[config.mk]
export PLATFORM = sky130hd
export DESIGN_NAME = pec_ctrl
export DESIGN_NICKNAME = d
export VERILOG_FILES = /design/src/hw/rtl/pec_pkg.sv /design/src/hw/rtl/pec_ctrl.sv
export SDC_FILE = /design/constraint.sdc
export NUM_CORES = 1
export LEC_CHECK = 0
export BUFFER_PORTS_ARGS = -buffer_cell sky130_fd_sc_hd__buf_4
export CORE_ASPECT_RATIO = 0.5
export CORE_UTILIZATION = 47
export CTS_BUF_LIST = sky130_fd_sc_hd__clkbuf_4
export DETAILED_ROUTE_END_ITERATION = 10
export GPL_ROUTABILITY_DRIVEN = 0
export GPL_TIMING_DRIVEN = 0
export HOLD_SLACK_MARGIN = 0.12
export PLACE_DENSITY = 0.77
export SETUP_SLACK_MARGIN = 0.15
export SLEW_MARGIN = 25
export SYNTH_ARGS = -nofsm -noshare
export SYNTH_HDL_FRONTEND = slang
export SYNTH_SLANG_ARGS = --single-unit
[constraint.sdc]
create_clock -name clk -period 4.9 [get_ports clk]
set_input_delay 0.49 -clock clk [delete_from_list [all_inputs] [get_ports clk]]
set_output_delay 0.49 -clock clk [all_outputs]
set_load 0.01 [all_outputs]
[src/hw/rtl/pec_pkg.sv]
// Shared types, sizes and codes for the polygon edge crossing test.
package pec_pkg;

    localparam int MAX_VERTICES = 16;
    localparam int COORD_BITS   = 16;

    localparam int IDX_W   = $clog2(MAX_VERTICES);
    localparam int CNT_W   = $clog2(MAX_VERTICES + 1);
    localparam int DIFF_W  = COORD_BITS + 1;
    localparam int PROD_W  = 2 * DIFF_W;
    localparam int CROSS_W = PROD_W + 1;

    typedef logic signed [COORD_BITS-1:0] coord_t;
    typedef logic signed [DIFF_W-1:0]     diff_t;
    typedef logic signed [PROD_W-1:0]     prod_t;
    typedef logic signed [CROSS_W-1:0]    cross_t;
    typedef logic [IDX_W-1:0]             idx_t;
    typedef logic [CNT_W-1:0]             cnt_t;

    typedef enum logic [1:0] {
        KIND_FIRST  = 2'd0,
        KIND_SECOND = 2'd1,
        KIND_EVAL   = 2'd2,
        KIND_NONE   = 2'd3
    } kind_t;

    typedef struct packed {
        kind_t  kind;
        coord_t vx;
        coord_t vy;
    } item_t;

    typedef struct packed {
        logic hit;
        logic dropped;
    } result_t;

    // Commands from the controller to the datapath.
    typedef struct packed {
        logic wr_first;
        logic wr_second;
        idx_t wr_addr;
        logic issue;
        idx_t a0_idx;
        idx_t a1_idx;
        idx_t b0_idx;
        idx_t b1_idx;
        logic clear_hit;
    } dp_cmd_t;

    // Status from the datapath back to the controller.
    typedef struct packed {
        logic busy;
        logic hit;
    } dp_status_t;

endpackage

[src/hw/rtl/pec_ctrl.sv]
// Controller: vertex counts, edge pair walk, result register.
module pec_ctrl (
    input  logic                clk,
    input  logic                rst_n,
    input  pec_pkg::item_t      item,
    input  logic                item_valid,
    output logic                item_ready,
    output pec_pkg::result_t    result,
    output logic                result_valid,
    input  logic                result_ready,
    output pec_pkg::dp_cmd_t    cmd,
    input  pec_pkg::dp_status_t status
);
    import pec_pkg::*;

    typedef enum logic [3:0] {
        ST_IDLE   = 4'b0001,
        ST_WALK   = 4'b0010,
        ST_DRAIN  = 4'b0100,
        ST_REPORT = 4'b1000
    } state_t;

    state_t  state_reg, state_next;
    cnt_t    first_count_reg, first_count_next;
    cnt_t    second_count_reg, second_count_next;
    logic    overflow_reg, overflow_next;
    idx_t    i_reg, i_next;
    idx_t    j_reg, j_next;
    logic    result_valid_reg, result_valid_next;
    result_t result_reg, result_next;
    logic    accept;
    logic    i_last, j_last;

    assign item_ready   = (state_reg == ST_IDLE);
    assign accept       = item_valid && item_ready;
    assign result       = result_reg;
    assign result_valid = result_valid_reg;

    assign i_last = (cnt_t'(i_reg) + cnt_t'(1)) == first_count_reg;
    assign j_last = (cnt_t'(j_reg) + cnt_t'(1)) == second_count_reg;

    always_comb
    begin
        state_next        = state_reg;
        first_count_next  = first_count_reg;
        second_count_next = second_count_reg;
        overflow_next     = overflow_reg;
        i_next            = i_reg;
        j_next            = j_reg;
        result_next       = result_reg;
        result_valid_next = result_valid_reg;
        cmd               = '0;

        if (result_valid_reg && result_ready)
        begin
            result_valid_next = 1'b0;
        end

        case (state_reg)
            ST_IDLE:
            begin
                if (accept)
                begin
                    case (item.kind)
                        KIND_FIRST:
                        begin
                            if (first_count_reg < cnt_t'(MAX_VERTICES))
                            begin
                                cmd.wr_first     = 1'b1;
                                cmd.wr_addr      = first_count_reg[IDX_W-1:0];
                                first_count_next = first_count_reg + cnt_t'(1);
                            end
                            else
                            begin
                                overflow_next = 1'b1;
                            end
                        end
                        KIND_SECOND:
                        begin
                            if (second_count_reg < cnt_t'(MAX_VERTICES))
                            begin
                                cmd.wr_second     = 1'b1;
                                cmd.wr_addr       = second_count_reg[IDX_W-1:0];
                                second_count_next = second_count_reg + cnt_t'(1);
                            end
                            else
                            begin
                                overflow_next = 1'b1;
                            end
                        end
                        KIND_EVAL:
                        begin
                            cmd.clear_hit = 1'b1;
                            i_next        = '0;
                            j_next        = '0;
                            if (first_count_reg != '0 && second_count_reg != '0)
                            begin
                                state_next = ST_WALK;
                            end
                            else
                            begin
                                state_next = ST_DRAIN;
                            end
                        end
                        default:
                        begin
                        end
                    endcase
                end
            end
            ST_WALK:
            begin
                cmd.issue  = 1'b1;
                cmd.a0_idx = i_reg;
                cmd.a1_idx = i_last ? '0 : i_reg + idx_t'(1);
                cmd.b0_idx = j_reg;
                cmd.b1_idx = j_last ? '0 : j_reg + idx_t'(1);
                if (j_last)
                begin
                    j_next = '0;
                    if (i_last)
                    begin
                        state_next = ST_DRAIN;
                    end
                    else
                    begin
                        i_next = i_reg + idx_t'(1);
                    end
                end
                else
                begin
                    j_next = j_reg + idx_t'(1);
                end
            end
            ST_DRAIN:
            begin
                if (!status.busy)
                begin
                    state_next = ST_REPORT;
                end
            end
            ST_REPORT:
            begin
                if (!result_valid_reg || result_ready)
                begin
                    result_next.hit     = status.hit;
                    result_next.dropped = overflow_reg;
                    result_valid_next   = 1'b1;
                    first_count_next    = '0;
                    second_count_next   = '0;
                    overflow_next       = 1'b0;
                    state_next          = ST_IDLE;
                end
            end
            default:
            begin
                state_next = ST_IDLE;
            end
        endcase
    end

    always_ff @(posedge clk or negedge rst_n)
    begin
        if (!rst_n)
        begin
            state_reg        <= ST_IDLE;
            first_count_reg  <= '0;
            second_count_reg <= '0;
            overflow_reg     <= 1'b0;
            i_reg            <= '0;
            j_reg            <= '0;
            result_valid_reg <= 1'b0;
        end
        else
        begin
            state_reg        <= state_next;
            first_count_reg  <= first_count_next;
            second_count_reg <= second_count_next;
            overflow_reg     <= overflow_next;
            i_reg            <= i_next;
            j_reg            <= j_next;
            result_valid_reg <= result_valid_next;
        end
    end

    always_ff @(posedge clk)
    begin
        result_reg <= result_next;
    end

    // The walk only addresses loaded vertices.
    assert property (@(posedge clk) disable iff (!rst_n)
        cmd.issue |-> (cnt_t'(i_reg) < first_count_reg) && (cnt_t'(j_reg) < second_count_reg))
        else $error("edge pair walk outside loaded vertices");

    // Vertex counts never pass the capacity.
    assert property (@(posedge clk) disable iff (!rst_n)
        (first_count_reg <= cnt_t'(MAX_VERTICES)) && (second_count_reg <= cnt_t'(MAX_VERTICES)))
        else $error("vertex count beyond capacity");

    // An accepted evaluate beat always leaves the idle state.
    assert property (@(posedge clk) disable iff (!rst_n)
        (accept && item.kind == KIND_EVAL) |=> (state_reg != ST_IDLE))
        else $error("evaluate beat did not start a walk");

    // A result is only produced from the report state, with the pipeline empty.
    assert property (@(posedge clk) disable iff (!rst_n)
        $rose(result_valid_reg) |-> $past(state_reg == ST_REPORT) && !$past(status.busy))
        else $error("result produced outside report");

endmodule

; ---- Word-level counts from Yosys, hierarchy flattened
; Cells that the tools add are included.
[word_totals]
reg_bits = 26
input_bits = 40
output_inout_bits = 28
word_cells = 102
[op_classes]
addsub = 6
magnitude_cmp = 2
n_eq_ne = 22
muxes = 46
n_reduce_logical = 17
[ops]
columns = op, n
row1 = $mux 4, 13
row2 = $mux 5, 8
row3 = $pmux 4 s2, 3
row4 = $pmux 5 s2, 2
row5 = $mux 17, 1
row6 = $pmux 4 s4, 1
row7 = $reduce_and 5->1, 3
row8 = $mux 1, 13
row9 = $mux 6, 2
row10 = $ne 2x1->1 const B, 6
row11 = $reduce_and 6->1, 2
row12 = $add 4x1->5 const B, 2
row13 = $add 5x1->5 const B, 2
row14 = $eq 5x5->1, 2
row15 = $lt 5x5->1 const B, 2
row16 = $ne 2x2->1 const B, 5
row17 = $reduce_bool 5->1, 2
row18 = $add 4x1->4 const B, 2
row19 = $ne 3x3->1 const B, 2
row20 = $eq 4x1->1 const B, 1
row21 = $eq 4x2->1 const B, 1
row22 = $eq 4x3->1 const B, 1
row23 = $eq 4x4->1 const B, 1
row24 = $pmux 1 s2, 2
row25 = 11 further kinds, 14

; ---- Depth between registers and ports, before layout
; Gate-level depths: netlist of run 1.
[logic_depth]
word_depth = 6
mapped_depth = 7
depth_no_buf = 7

; ---- Worst setup path before layout of run 1
; No wires, ideal clock.
[synth_timing]
path_kind = reg-to-output
from = reg i_reg[0]
to = out cmd[11] in the netlist's numbering
arrival_ps = 1631
t_required_ps = 4410
path_slack_ps = 2779
stages_incl_launch_ff = 7
path_buffers = 0
path_cell_list = dfrtp_1 -> ha_1 -> xor2_1 -> a211oi_1 -> o311ai_2 -> nand2_1 -> nor2_1
[synth_lines]
columns = item, line
row1 = from (decl), pec_ctrl.sv:27  ; idx_t i_reg, i_next;
row2 = from (signal assigned), pec_ctrl.sv:180  ; i_reg <= i_next;
row3 = to (decl), pec_ctrl.sv:11  ; output pec_pkg::dp_cmd_t cmd,

==> metrics.log, run 1 <==
[metrics] setup repair bufs after CTS: 0
[metrics] Detailed Place HPWL: approximately 3200 um
[metrics] wire length on met2: slightly below 2000 um
[metrics] Total Routed Length: 4280 um
[metrics] register clock-pin slew on the reported worst setup and hold paths: 0.15 ns
[metrics] maximum fanout along the worst path: 6
[metrics] Antenna Cells: 0
[metrics] Clock Latency Late Sink: between 0.3 and 0.4 ns
[metrics] min cycle time layout: 2.89 ns
[metrics] Pre-Repair DR Iteration Count: 4
[metrics] gr usage total: 22.8%
[metrics] post-route core utilization: 60.7%
[metrics] remaining global-route overflow: 0
[metrics] DRC Markers: 0
[metrics] max-cap violation count: 0
[metrics] worst path buffer plus inverter count: 1
[metrics] area of the die: 4020 um2
[metrics] primary flip-flop cell chosen by synthesis mapping: sky130_fd_sc_hd__dfrtp_1
[metrics] type of destination of the critical path: primary output
[metrics] arrival time worst endpoint: 2.40 ns
[metrics] Net Sw Frac: 45.6%
[metrics] Max VDD drop: 0.201 mV
[metrics] number of nets with antenna violations after routing: 0
[metrics] most frequent cells in the layout: 35 x sky130_fd_sc_hd__buf_4, 31 x sky130_fd_sc_hd__nor2_1, 23 x sky130_fd_sc_hd__dfrtp_1, 14 x sky130_fd_sc_hd__inv_1, 12 x sky130_fd_sc_hd__nand2_1
[metrics] total standard cell area after synthesis: 1770 um2
[metrics] core area: 3510 um2
[metrics] areal power density over the cells: between 400 and 500 nW/um2
[metrics] H-Tree Depth: 1
[metrics] CTS tree: yes
[metrics] count of clock tree sinks: 26
[metrics] Critical Path Max Stage Delay: ~0.48 ns
[metrics] final-report setup violation count: 0
[metrics] Initial Util: 50.3%
[metrics] switching power: around 440 uW
[metrics] combinational share of power: 52.1%
[metrics] startpoint class of the critical path: flop
[metrics] fraction of the cycle the final worst path needs: 59.0%
[metrics] largest net degree at the start of global routing: 25
[metrics] number of endpoints with negative hold slack in the final report: 0
[metrics] power share of the clock group: around a tenth
[metrics] startpoint-to-endpoint class of the critical path: reg2out
[metrics] Least-Margin Pin Slew: between 0.6 and 0.7 ns
[metrics] internal power of the cells: 525 uW
[metrics] number of fill cells: roughly 320
[metrics] total CTS buffers: 3
[metrics] post-detailed-route wirelength per cell: 14.7 um
[metrics] count of cell types in the netlist: 47
[metrics] vias in the first global route: 1,399
[metrics] post-synthesis cell count: about 200
[metrics] met3 wire length: just over 200 um
[metrics] Die Wd: 88.7 um
[metrics] tightest slew margin relative to the limit: 58.6%
[metrics] maximum count of clock buffers along a single path: 2
[metrics] leakage power figure: 0.00101 uW
[metrics] metal1 wirelength: 2090 um
[metrics] Post-layout nets: 288
[metrics] number of input and output port buffers inserted: 35
[metrics] number of rows in the core area: 15
[metrics] number of violations reported at the end of detailed-routing iteration 0: 109
[metrics] vertical die dimension: 45.4 um
[metrics] RSZ-0062 raised after global routing: no
[metrics] result of the run: completed
[metrics] synthesized net count: 247
[metrics] Yosys reg bits: 26
[metrics] Mapped Avg Cell Area: 8.79 um2
[metrics] fraction of power consumed by sequential logic: 37.8%
[metrics] global-route wire length before repair: approximately 6700 um
[metrics] dominant delay contributor by cell family on the critical path: compound AO/OA/AOI/OAI gates
[metrics] number of warnings issued by yosys: 0
[metrics] via count of the routed design: 1,600
[metrics] class of the tightest hold or removal check: in2reg
[metrics] number of max-slew violations in the final report: 0
[metrics] worst path required time: 4.41 ns
[metrics] register area share after synthesis: approximately 37%
[metrics] FMAX: between 300 and 400 MHz
[metrics] crit-path cells: ha_1, xor2_1, a211oi_1, o311ai_2, nand2_1, nor2_1, buf_4
[metrics] fraction of layout instances using a drive strength above 1: 20.7%
[metrics] I/O pin count: 68
[metrics] setup TNS after final layout: 0 ns
[metrics] number of antenna violations at the first check in global routing: 0
[metrics] Layout Skew: 0.0163 ns
[metrics] cell with the largest stage delay on the worst path: sky130_fd_sc_hd__dfrtp_1
[metrics] vias per cell: roughly 5.5
[metrics] max layer used: met4
[metrics] area overhead of the layout relative to synthesis: 20.5%
[metrics] leading cell type in the layout, fill and taps excluded: sky130_fd_sc_hd__buf_4
[metrics] number of synthesized flops with an enable pin: 2
[metrics] cell chosen for the clock root: sky130_fd_sc_hd__clkbuf_4
[metrics] fraction of registers with async set or reset after synthesis: ~92%
## repair_timing
action                                 CTS  global route
resized for setup                        0             0
endpoints found under the hold margin   23             0
hold buffers                             1             0
## Yosys cell counts, types with 3 or more instances
cell type                   n  area share, %
sky130_fd_sc_hd__inv_1     14            3.0
sky130_fd_sc_hd__nor2_1    31            6.6
sky130_fd_sc_hd__xnor2_1   11            5.5
sky130_fd_sc_hd__nor3_1     8            2.3
sky130_fd_sc_hd__ha_1       6            4.2
sky130_fd_sc_hd__clkbuf_1   5            1.1
sky130_fd_sc_hd__nand3b_1   4            1.7
sky130_fd_sc_hd__nand3_1    6            1.7
sky130_fd_sc_hd__a22oi_1    4            1.7
sky130_fd_sc_hd__xor2_1     7            3.5
sky130_fd_sc_hd__nor2b_1    3            1.1
sky130_fd_sc_hd__nor3b_1    5            2.1
sky130_fd_sc_hd__a211o_1    3            1.5
sky130_fd_sc_hd__o31ai_1    3            1.3
sky130_fd_sc_hd__dfrtp_1   23             33
sky130_fd_sc_hd__o21ai_0    6            1.7
sky130_fd_sc_hd__and2_1     3            1.1
sky130_fd_sc_hd__and3_1     5            1.8
sky130_fd_sc_hd__nand2_1   12            2.5
## cell families after synthesis
family | after synthesis | synth area share [%]
flip-flops | 26 | 37.5
AND/OR/NAND/NOR | 86 | 25.4
XOR/XNOR | 18 | 8.92
multiplexers | 1 | 0.567
buffers and inverters | 25 | 6.44
AO/OA/AOI/OAI | 39 | 17.0
adder cells (fa/ha/maj) | 6 | 4.25
## final cells by class
type	instances	area [um2]	share of cell area, %
buffer	10	56.3	2.64
clock inverter	1	3.75	0.176
tap	51	63.8	3.00
timing repair buffer	36	273	12.8
clock buffer	3	22.5	1.06
inverter	15	57.6	2.70
sequential	26	662	31.1
multi-input combinational	150	991	46.5
## through the flow
step	setup slack, ns	cell area (um2)	power, uW	instances	hold slack [ns]
after floorplan	2.78	1770	717	201	0.194
after global placement	2.51	2090	835	287	0.407
after detailed placement	2.43	2090	861	287	0.410
after CTS	2.02	2130	961	292	0.320
after global routing	1.89	2130	1040	292	0.298
final	2.01	2130	966	292	0.330
## worst paths after layout
| path | from | endpoint | slack [ns] | cells past startpoint |
|---|---|---|---|---|
| setup / recovery | i_reg[0]$_DFFE_PN0P_ | cmd[12] | 2.01 | 7 |
| hold / removal | status[0] | result[1]$_DFFE_PP_ | 0.33 | 1 |
| setup reg to reg | j_reg[0]$_DFFE_PN0P_ | state_reg[1]$_DFFE_PN0P_ | 2.63 | 7 |
| hold reg to reg | overflow_reg$_DFFE_PN0P_ | result[0]$_DFFE_PP_ | 0.48 | 0 |
| max in group asynchronous | rst_n | state_reg[0]$_DFFE_PN1P_ | 4.03 | 2 |
| min in group asynchronous | rst_n | i_reg[2]$_DFFE_PN0P_ | 0.57 | 2 |
## per-layer routing
metal,global-route usage (%),vias up
met1,31.3,764
met2,36.6,43
met4,7.74,0
met5,0,-
met3,4.39,4
li1,-,789
## power groups by stage
stage / Combinational [uW] / Sequential (uW) / Clock [uW]
finish: 503 / 365 / 97.6
global route: 555 / 373 / 108
CTS: 499 / 362 / 100
detailed placement: 494 / 367 / 0
global placement: 474 / 361 / 0
floorplan: 377 / 340 / 0
No activity file was read; power rests on OpenSTA's default activity.
==> inputs of run 2 (changes only) <==
Clock period 4.9 ns to 2.7 ns, I/O delays scaled along.
==> run 2 against run 1 <==
Sequential power increased by 82%. Global-route usage is essentially flat. Via count grew 2.7%. First-iteration DRC count shrank 15%. Design area is 2.3% higher. Worst setup slack lost 1.8 ns. Die area unchanged. Routed wire length rose by 0.91%. Sequential share of layout area down 0.58 points. Worst hold slack got worse by 0.14 ns. Combinational power is 97% higher. Count of clock-buffer cells in the layout unchanged. Largest cell class unchanged.
==> metrics.log, run 2 (synthesis gave the netlist of run 1 again) <==
[metrics] number of cells traversed by the worst register-to-register path: 7
[metrics] worst hold path depth: 3
[metrics] setup TNS after final layout: 0 ns
[metrics] areal power density over the cells: 842 nW/um2
[metrics] area of the die: 4020 um2
[metrics] core area: between 3000 and 4000 um2
[metrics] DRC Markers: 0
[metrics] number of antenna violations at the first check in global routing: 0
[metrics] total CTS buffers: 3
[metrics] Worst Slack Setup Final: 0.254 ns
[metrics] worst path buffer plus inverter count: 1
[metrics] H-Tree Depth: 1
[metrics] min cycle time layout: 2.45 ns
[metrics] reg-to-reg startpoint: j_reg[0]$_DFFE_PN0P_
[metrics] number of violations reported at the end of detailed-routing iteration 0: 93
[metrics] number of input and output port buffers inserted: 35
[metrics] cell with the largest stage delay on the worst path: sky130_fd_sc_hd__dfrtp_2
[metrics] cell chosen for the clock root: sky130_fd_sc_hd__clkbuf_4
[metrics] number of max-slew violations in the final report: 0
[metrics] remaining global-route overflow: 0
[metrics] reg2reg setup slack: ~0.55 ns
[metrics] power consumption: 1830 uW
[metrics] RSZ-0062 raised after global routing: no
[metrics] maximum fanout along the worst path: 7
[metrics] Clock Latency Late Sink: 0.34 ns
[metrics] FMAX: 409 MHz
[metrics] dominant delay contributor by cell family on the critical path: flip-flops
[metrics] leading cell type in the layout, fill and taps excluded: sky130_fd_sc_hd__buf_4
[metrics] met3 wire length: 280 um
[metrics] Layout Skew: roughly 0.013 ns
[metrics] I/O pin count: 68
[metrics] vias in the first global route: around 1,400
[metrics] worst r2r dst: state_reg[1]$_DFFE_PN0P_
[metrics] Critical Path Max Stage Delay: 0.48 ns
[metrics] Post-layout nets: 292
[metrics] leakage power figure: 0.00103 uW
[metrics] number of fill cells: about 310
[metrics] vertical die dimension: between 40 and 50 um
[metrics] worst hold slack across all endpoints: ~0.19 ns
[metrics] crit-path cells: ha_2, xor2_1, a211oi_1, o311a_1, nand2b_2, nor2_1, buf_4
[metrics] startpoint class of the critical path: flop
[metrics] worst path required time: 2.43 ns
[metrics] placement-stage worst setup slack: ~0.45 ns
[metrics] number of nets with antenna violations after routing: 0
[metrics] maximum count of clock buffers along a single path: 2
[metrics] most frequent cells in the layout: 38 x sky130_fd_sc_hd__buf_4, 31 x sky130_fd_sc_hd__nor2_1, 21 x sky130_fd_sc_hd__dfrtp_1, 14 x sky130_fd_sc_hd__inv_1
[metrics] Detailed Place HPWL: 3230 um
[metrics] CTS tree: yes
[metrics] arrival time worst endpoint: 2.18 ns
[metrics] Die Wd: 88.7 um
[metrics] tightest slew margin relative to the limit: 58.6%
[metrics] gr usage total: 22.8%
[metrics] global-route wire length before repair: ~6700 um
[metrics] fraction of the cycle the final worst path needs: 90.6%
[metrics] hold worst-path end: result_valid$_DFF_PN0_
[metrics] number of rows in the core area: 15
[metrics] wire length on met2: 1960 um
[metrics] critical hold path startpoint: result_ready
[metrics] final-report setup violation count: 0
[metrics] area overhead of the layout relative to synthesis: 23.3%
[metrics] Antenna Cells: 0
[metrics] startpoint-to-endpoint class of the critical path: reg2out
[metrics] Pre-Repair DR Iteration Count: 4
[metrics] Initial Util: 50.3%
[metrics] via count of the routed design: 1,643
[metrics] number of endpoints with negative hold slack in the final report: 0
[metrics] max layer used: met4
[metrics] Max VDD drop: 0.359 mV
[metrics] class of the tightest hold or removal check: in2reg
[metrics] max-cap violation count: 0
[metrics] largest net degree at the start of global routing: 25
[metrics] fraction of layout instances using a drive strength above 1: 24.5%
[metrics] post-detailed-route wirelength per cell: roughly 15 um
[metrics] type of destination of the critical path: primary output
[metrics] vias per cell: 5.55
[metrics] register clock-pin slew on the reported worst setup and hold paths: 0.15 ns
[metrics] count of clock tree sinks: 26
[metrics] Least-Margin Pin Slew: 0.620 ns
[metrics] result of the run: completed
[metrics] metal1 wirelength: ~2000 um
[metrics] Total Routed Length: 4320 um
==> run 2: what timing repair did <==
item                                    in CTS  in global routing
endpoints found under the setup margin       8                  8
hold buffers                                 2                  0
resized for setup                            2                  6
endpoints found under the hold margin       25                  0
pin swaps                                    1                  2
buffers inserted                             0                  3
gates cloned                                 0                  0
==> run 2: final cells by class <==
type / instances / area, um2 / share of cell area, %
clock inverter: 1 / 3.75 / 0.172
buffer: 10 / 57.6 / 2.64
sequential: 26 / 664 / 30.5
clock buffer: 3 / 22.5 / 1.03
timing repair buffer: 40 / 305 / 14.0
inverter: 15 / 57.6 / 2.64
tap: 51 / 63.8 / 2.93
multi-input combinational: 150 / 1000 / 46.1
==> run 2: worst max path at each step <==
stage	cells after the start	to	startpoint
detailed placement	7	cmd[12]	i_reg[0]$_DFFE_PN0P_
floorplan	7	state_reg[1]$_DFFE_PN0P_	j_reg[0]$_DFFE_PN0P_
global placement	7	cmd[11]	i_reg[0]$_DFFE_PN0P_
global route	7	cmd[12]	i_reg[0]$_DFFE_PN0P_
CTS	6	cmd[12]	i_reg[0]$_DFFE_PN0P_
finish	7	cmd[3]	j_reg[0]$_DFFE_PN0P_
==> run 2: where the power goes <==
part           total (uW)  leakage, uW  switching [uW]  internal (uW)
Sequential            664     0.000331             156            507
Combinational         990     0.000682             538            452
Clock                 179    0.0000154             125           54.4
Total                1830      0.00103             819           1010
==> run 2: worst register-to-register path: cells and delay by family (launching register included) <==
kind | cells | cell delay, ns
flops | 1 | 0.48
fa+ha+maj | 1 | 0.31
compound gates | 4 | 0.86
xor+xnor | 1 | 0.16
buf+inv | 1 | 0.24
==> run 2: per-stage QoR <==
| stage | instance area [um2] | std cells | util (%) |
|---|---|---|---|
| after floorplan | 1770 | 201 | - |
| after global placement | 2090 | 287 | 59.6 |
| after detailed placement | 2090 | 287 | 59.6 |
| after CTS | 2150 | 293 | 61.2 |
| after global routing | 2180 | 296 | 62.1 |
| final | 2180 | 296 | 62.1 |
==> run 2: per-layer routing <==
layer,vias up,GRT usage (%)
li1,804,-
met1,781,31.3
met2,54,36.8
met3,4,4.39
met4,0,7.74
met5,-,0
==> inputs of run 3 (changes only) <==
Settings changed: CORE_UTILIZATION 47 to 46, PLACE_DENSITY 0.77 to 0.79, RECOVER_POWER from default to 100.
Clock period 2.7 ns to 2.1 ns, I/O delays scaled along.
==> run 3 against run 2 <==
The flow now finishes with violations (setup timing). Non-clock buffer count increased by 33. Worst hold slack got worse by 0.060 ns. Via count increased by 17%. Die area increased by 2.1%. Largest cell class unchanged. Global-route usage increased by 0.65 points. Critical path depth unchanged. First-iteration DRC count increased by 100%.
==> metrics.log, run 3 (synthesis gave the netlist of run 1 again) <==
[metrics] max-cap violation count: 0
[metrics] Antenna Cells: 0
[metrics] number of violations reported at the end of detailed-routing iteration 0: 188
[metrics] cell with the largest stage delay on the worst path: sky130_fd_sc_hd__dfrtp_2
[metrics] Critical Path Max Stage Delay: 0.47 ns
[metrics] register clock-pin slew on the reported worst setup and hold paths: approximately 0.15 ns
[metrics] critical hold path startpoint: result_ready
[metrics] global-route wire length before repair: 7040 um
[metrics] min cycle time layout: 2.33 ns
[metrics] cell chosen for the clock root: sky130_fd_sc_hd__clkbuf_4
[metrics] number of nets with antenna violations after routing: 0
[metrics] timing startpoint of the critical path: j_reg[0]$_DFFE_PN0P_
[metrics] filler-free cell count of the finished design: 329
[metrics] type of destination of the critical path: primary output
[metrics] Total Routed Length: 6000 um
[metrics] leading cell type in the layout, fill and taps excluded: sky130_fd_sc_hd__buf_4
[metrics] arrival time worst endpoint: 2.12 ns
[metrics] core area: 3550 um2
[metrics] area of the die: 4110 um2
[metrics] Post-layout nets: 325
[metrics] vertical die dimension: 45.8 um
[metrics] reg-to-reg startpoint: state_reg[0]$_DFFE_PN1P_
[metrics] worst path buffer plus inverter count: 1
[metrics] startpoint class of the critical path: flop
[metrics] Detailed Place HPWL: 3040 um
[metrics] largest net degree at the start of global routing: 25
[metrics] number of max-slew violations in the final report: 0
[metrics] vias in the first global route: 1,485
[metrics] Pre-Repair DR Iteration Count: 4
[metrics] FMAX: 430 MHz
[metrics] total CTS buffers: 3
[metrics] startpoint-to-endpoint class of the critical path: reg2out
[metrics] maximum count of clock buffers along a single path: 2
[metrics] Worst Slack Setup Final: -0.227 ns
[metrics] worst path required time: 1.89 ns
[metrics] class of the tightest hold or removal check: in2reg
[metrics] Initial Util: around half
[metrics] number of instances in the placed design: 287
[metrics] vias per cell: around 6
[metrics] cell depth of the worst setup path: 7
[metrics] area overhead of the layout relative to synthesis: 50.9%
[metrics] Die Wd: 89.6 um
[metrics] crit-path cells: ha_4, nor2b_1, nor3_1, o311a_4, nand2b_4, nor2_2, buf_4
[metrics] CTS tree: yes
[metrics] Max VDD drop: 0.427 mV
[metrics] number of antenna violations at the first check in global routing: 0
[metrics] remaining global-route overflow: 0
[metrics] placement-stage worst setup slack: -0.0936 ns
[metrics] leakage power figure: 0.00118 uW
[metrics] post-detailed-route wirelength per cell: ~18 um
[metrics] H-Tree Depth: 1
[metrics] tightest slew margin relative to the limit: roughly 11%
[metrics] DRC Markers: 0
[metrics] maximum fanout along the worst path: 6
[metrics] via count of the routed design: 1,925
[metrics] gr usage total: 23.5%
[metrics] count of clock tree sinks: 26
[metrics] number of fill cells: about 220
[metrics] areal power density over the cells: 1190 nW/um2
[metrics] most frequent cells in the layout: 46 x sky130_fd_sc_hd__buf_4, 26 x sky130_fd_sc_hd__nor2_1, 17 x sky130_fd_sc_hd__dfrtp_1, 14 x sky130_fd_sc_hd__inv_1, 13 x sky130_fd_sc_hd__clkbuf_1
[metrics] worst hold path depth: 3
[metrics] fraction of layout instances using a drive strength above 1: slightly above 40%
[metrics] Layout Skew: 0.00586 ns
[metrics] I/O pin count: between 60 and 70
[metrics] dominant delay contributor by cell family on the critical path: simple AND/OR/NAND/NOR gates
[metrics] RSZ-0062 raised after global routing: yes
[metrics] number of cells traversed by the worst register-to-register path: 8
[metrics] fraction of the cycle the final worst path needs: 111%
[metrics] final-report setup violation count: 16
[metrics] violations in the final reports: setup timing
[metrics] result of the run: finished with violations
[metrics] Least-Margin Pin Slew: 1.34 ns
[metrics] number of input and output port buffers inserted: 35
[metrics] number of rows in the core area: 15
[metrics] number of endpoints with negative hold slack in the final report: 0
[metrics] Clock Latency Late Sink: 0.33 ns
## run 3: changes by cell type in the layout (fill, tap and decap cells not counted), sizes merged
cell    before  now
clkbuf       9   25
buf         42   59
## run 3: area by class of cell
class	instances	area, um2	area share, %
Timing Repair Buffer	73	549	20.6
Clock inverter	1	3.75	0.141
Buffer	10	78.8	2.96
Multi-Input combinational cell	150	1220	45.7
Inverter	15	61.3	2.30
Clock buffer	3	22.5	0.845
Tap cell	51	63.8	2.39
Sequential cell	26	669	25.1
## run 3: metrics by stage
step                      setup TNS (ns)  hold slack [ns]  area (um2)  utilization, %  total power, uW
after CTS                         -0.411            0.124        2430            68.4             2600
final                              -1.86            0.131        2670            75.2             3160
after global routing               -3.05            0.133        2670            75.2             3300
after global placement           -0.0832            0.132        2090            59.0             1950
after floorplan                        0          -0.0856        1770               -             1670
after detailed placement          -0.230            0.136        2090            59.0             1980
## run 3: path summary, 6_finish.rpt
path,endpoint,slack (ns)
max in group asynchronous,state_reg[1]$_DFFE_PN0P_,0.51
max reg2reg,first_count_reg[3]$_DFFE_PN0P_,-0.13
max,cmd[4],-0.23
min reg2reg,result[0]$_DFFE_PP_,0.51
min in group asynchronous,j_reg[2]$_DFFE_PN0P_,0.71
min,result_valid$_DFF_PN0_,0.13
## run 3: layer usage
layer / track usage, % / wire length [um] / vias to the layer above
met5: 0 / 0 / -
met1: 32.5 / 2580 / 944
met2: 37.9 / 2820 / 88
li1: - / - / 873
met4: 6.03 / 159 / 0
met3: 4.89 / 443 / 20
## run 3: repair_timing
action	CTS	global route
endpoints found under the hold margin	25	0
setup endpoints to repair	35	39
pin swaps	15	17
gates cloned	0	1
buffers inserted	20	15
hold buffers	2	0
gates resized for setup	32	53
## run 3: worst reg2reg max path, stage by stage (launching register included)
cell and delay [ns]:
sky130_fd_sc_hd__dfstp_1 0.57, sky130_fd_sc_hd__or4b_4 0.51, sky130_fd_sc_hd__clkinv_4 0.09, sky130_fd_sc_hd__and3_4 0.17
sky130_fd_sc_hd__buf_6 0.09, sky130_fd_sc_hd__clkbuf_1 0.20, sky130_fd_sc_hd__nand4_1 0.18, sky130_fd_sc_hd__xor2_1 0.24
sky130_fd_sc_hd__nor2_1 0.08
## run 3: power breakdown
| part | switching (uW) | leakage [uW] | internal (uW) |
|---|---|---|---|
| registers | 204 | 0.000324 | 653 |
| clock network | 156 | 0.0000154 | 69.8 |
| logic | 1050 | 0.000839 | 1030 |
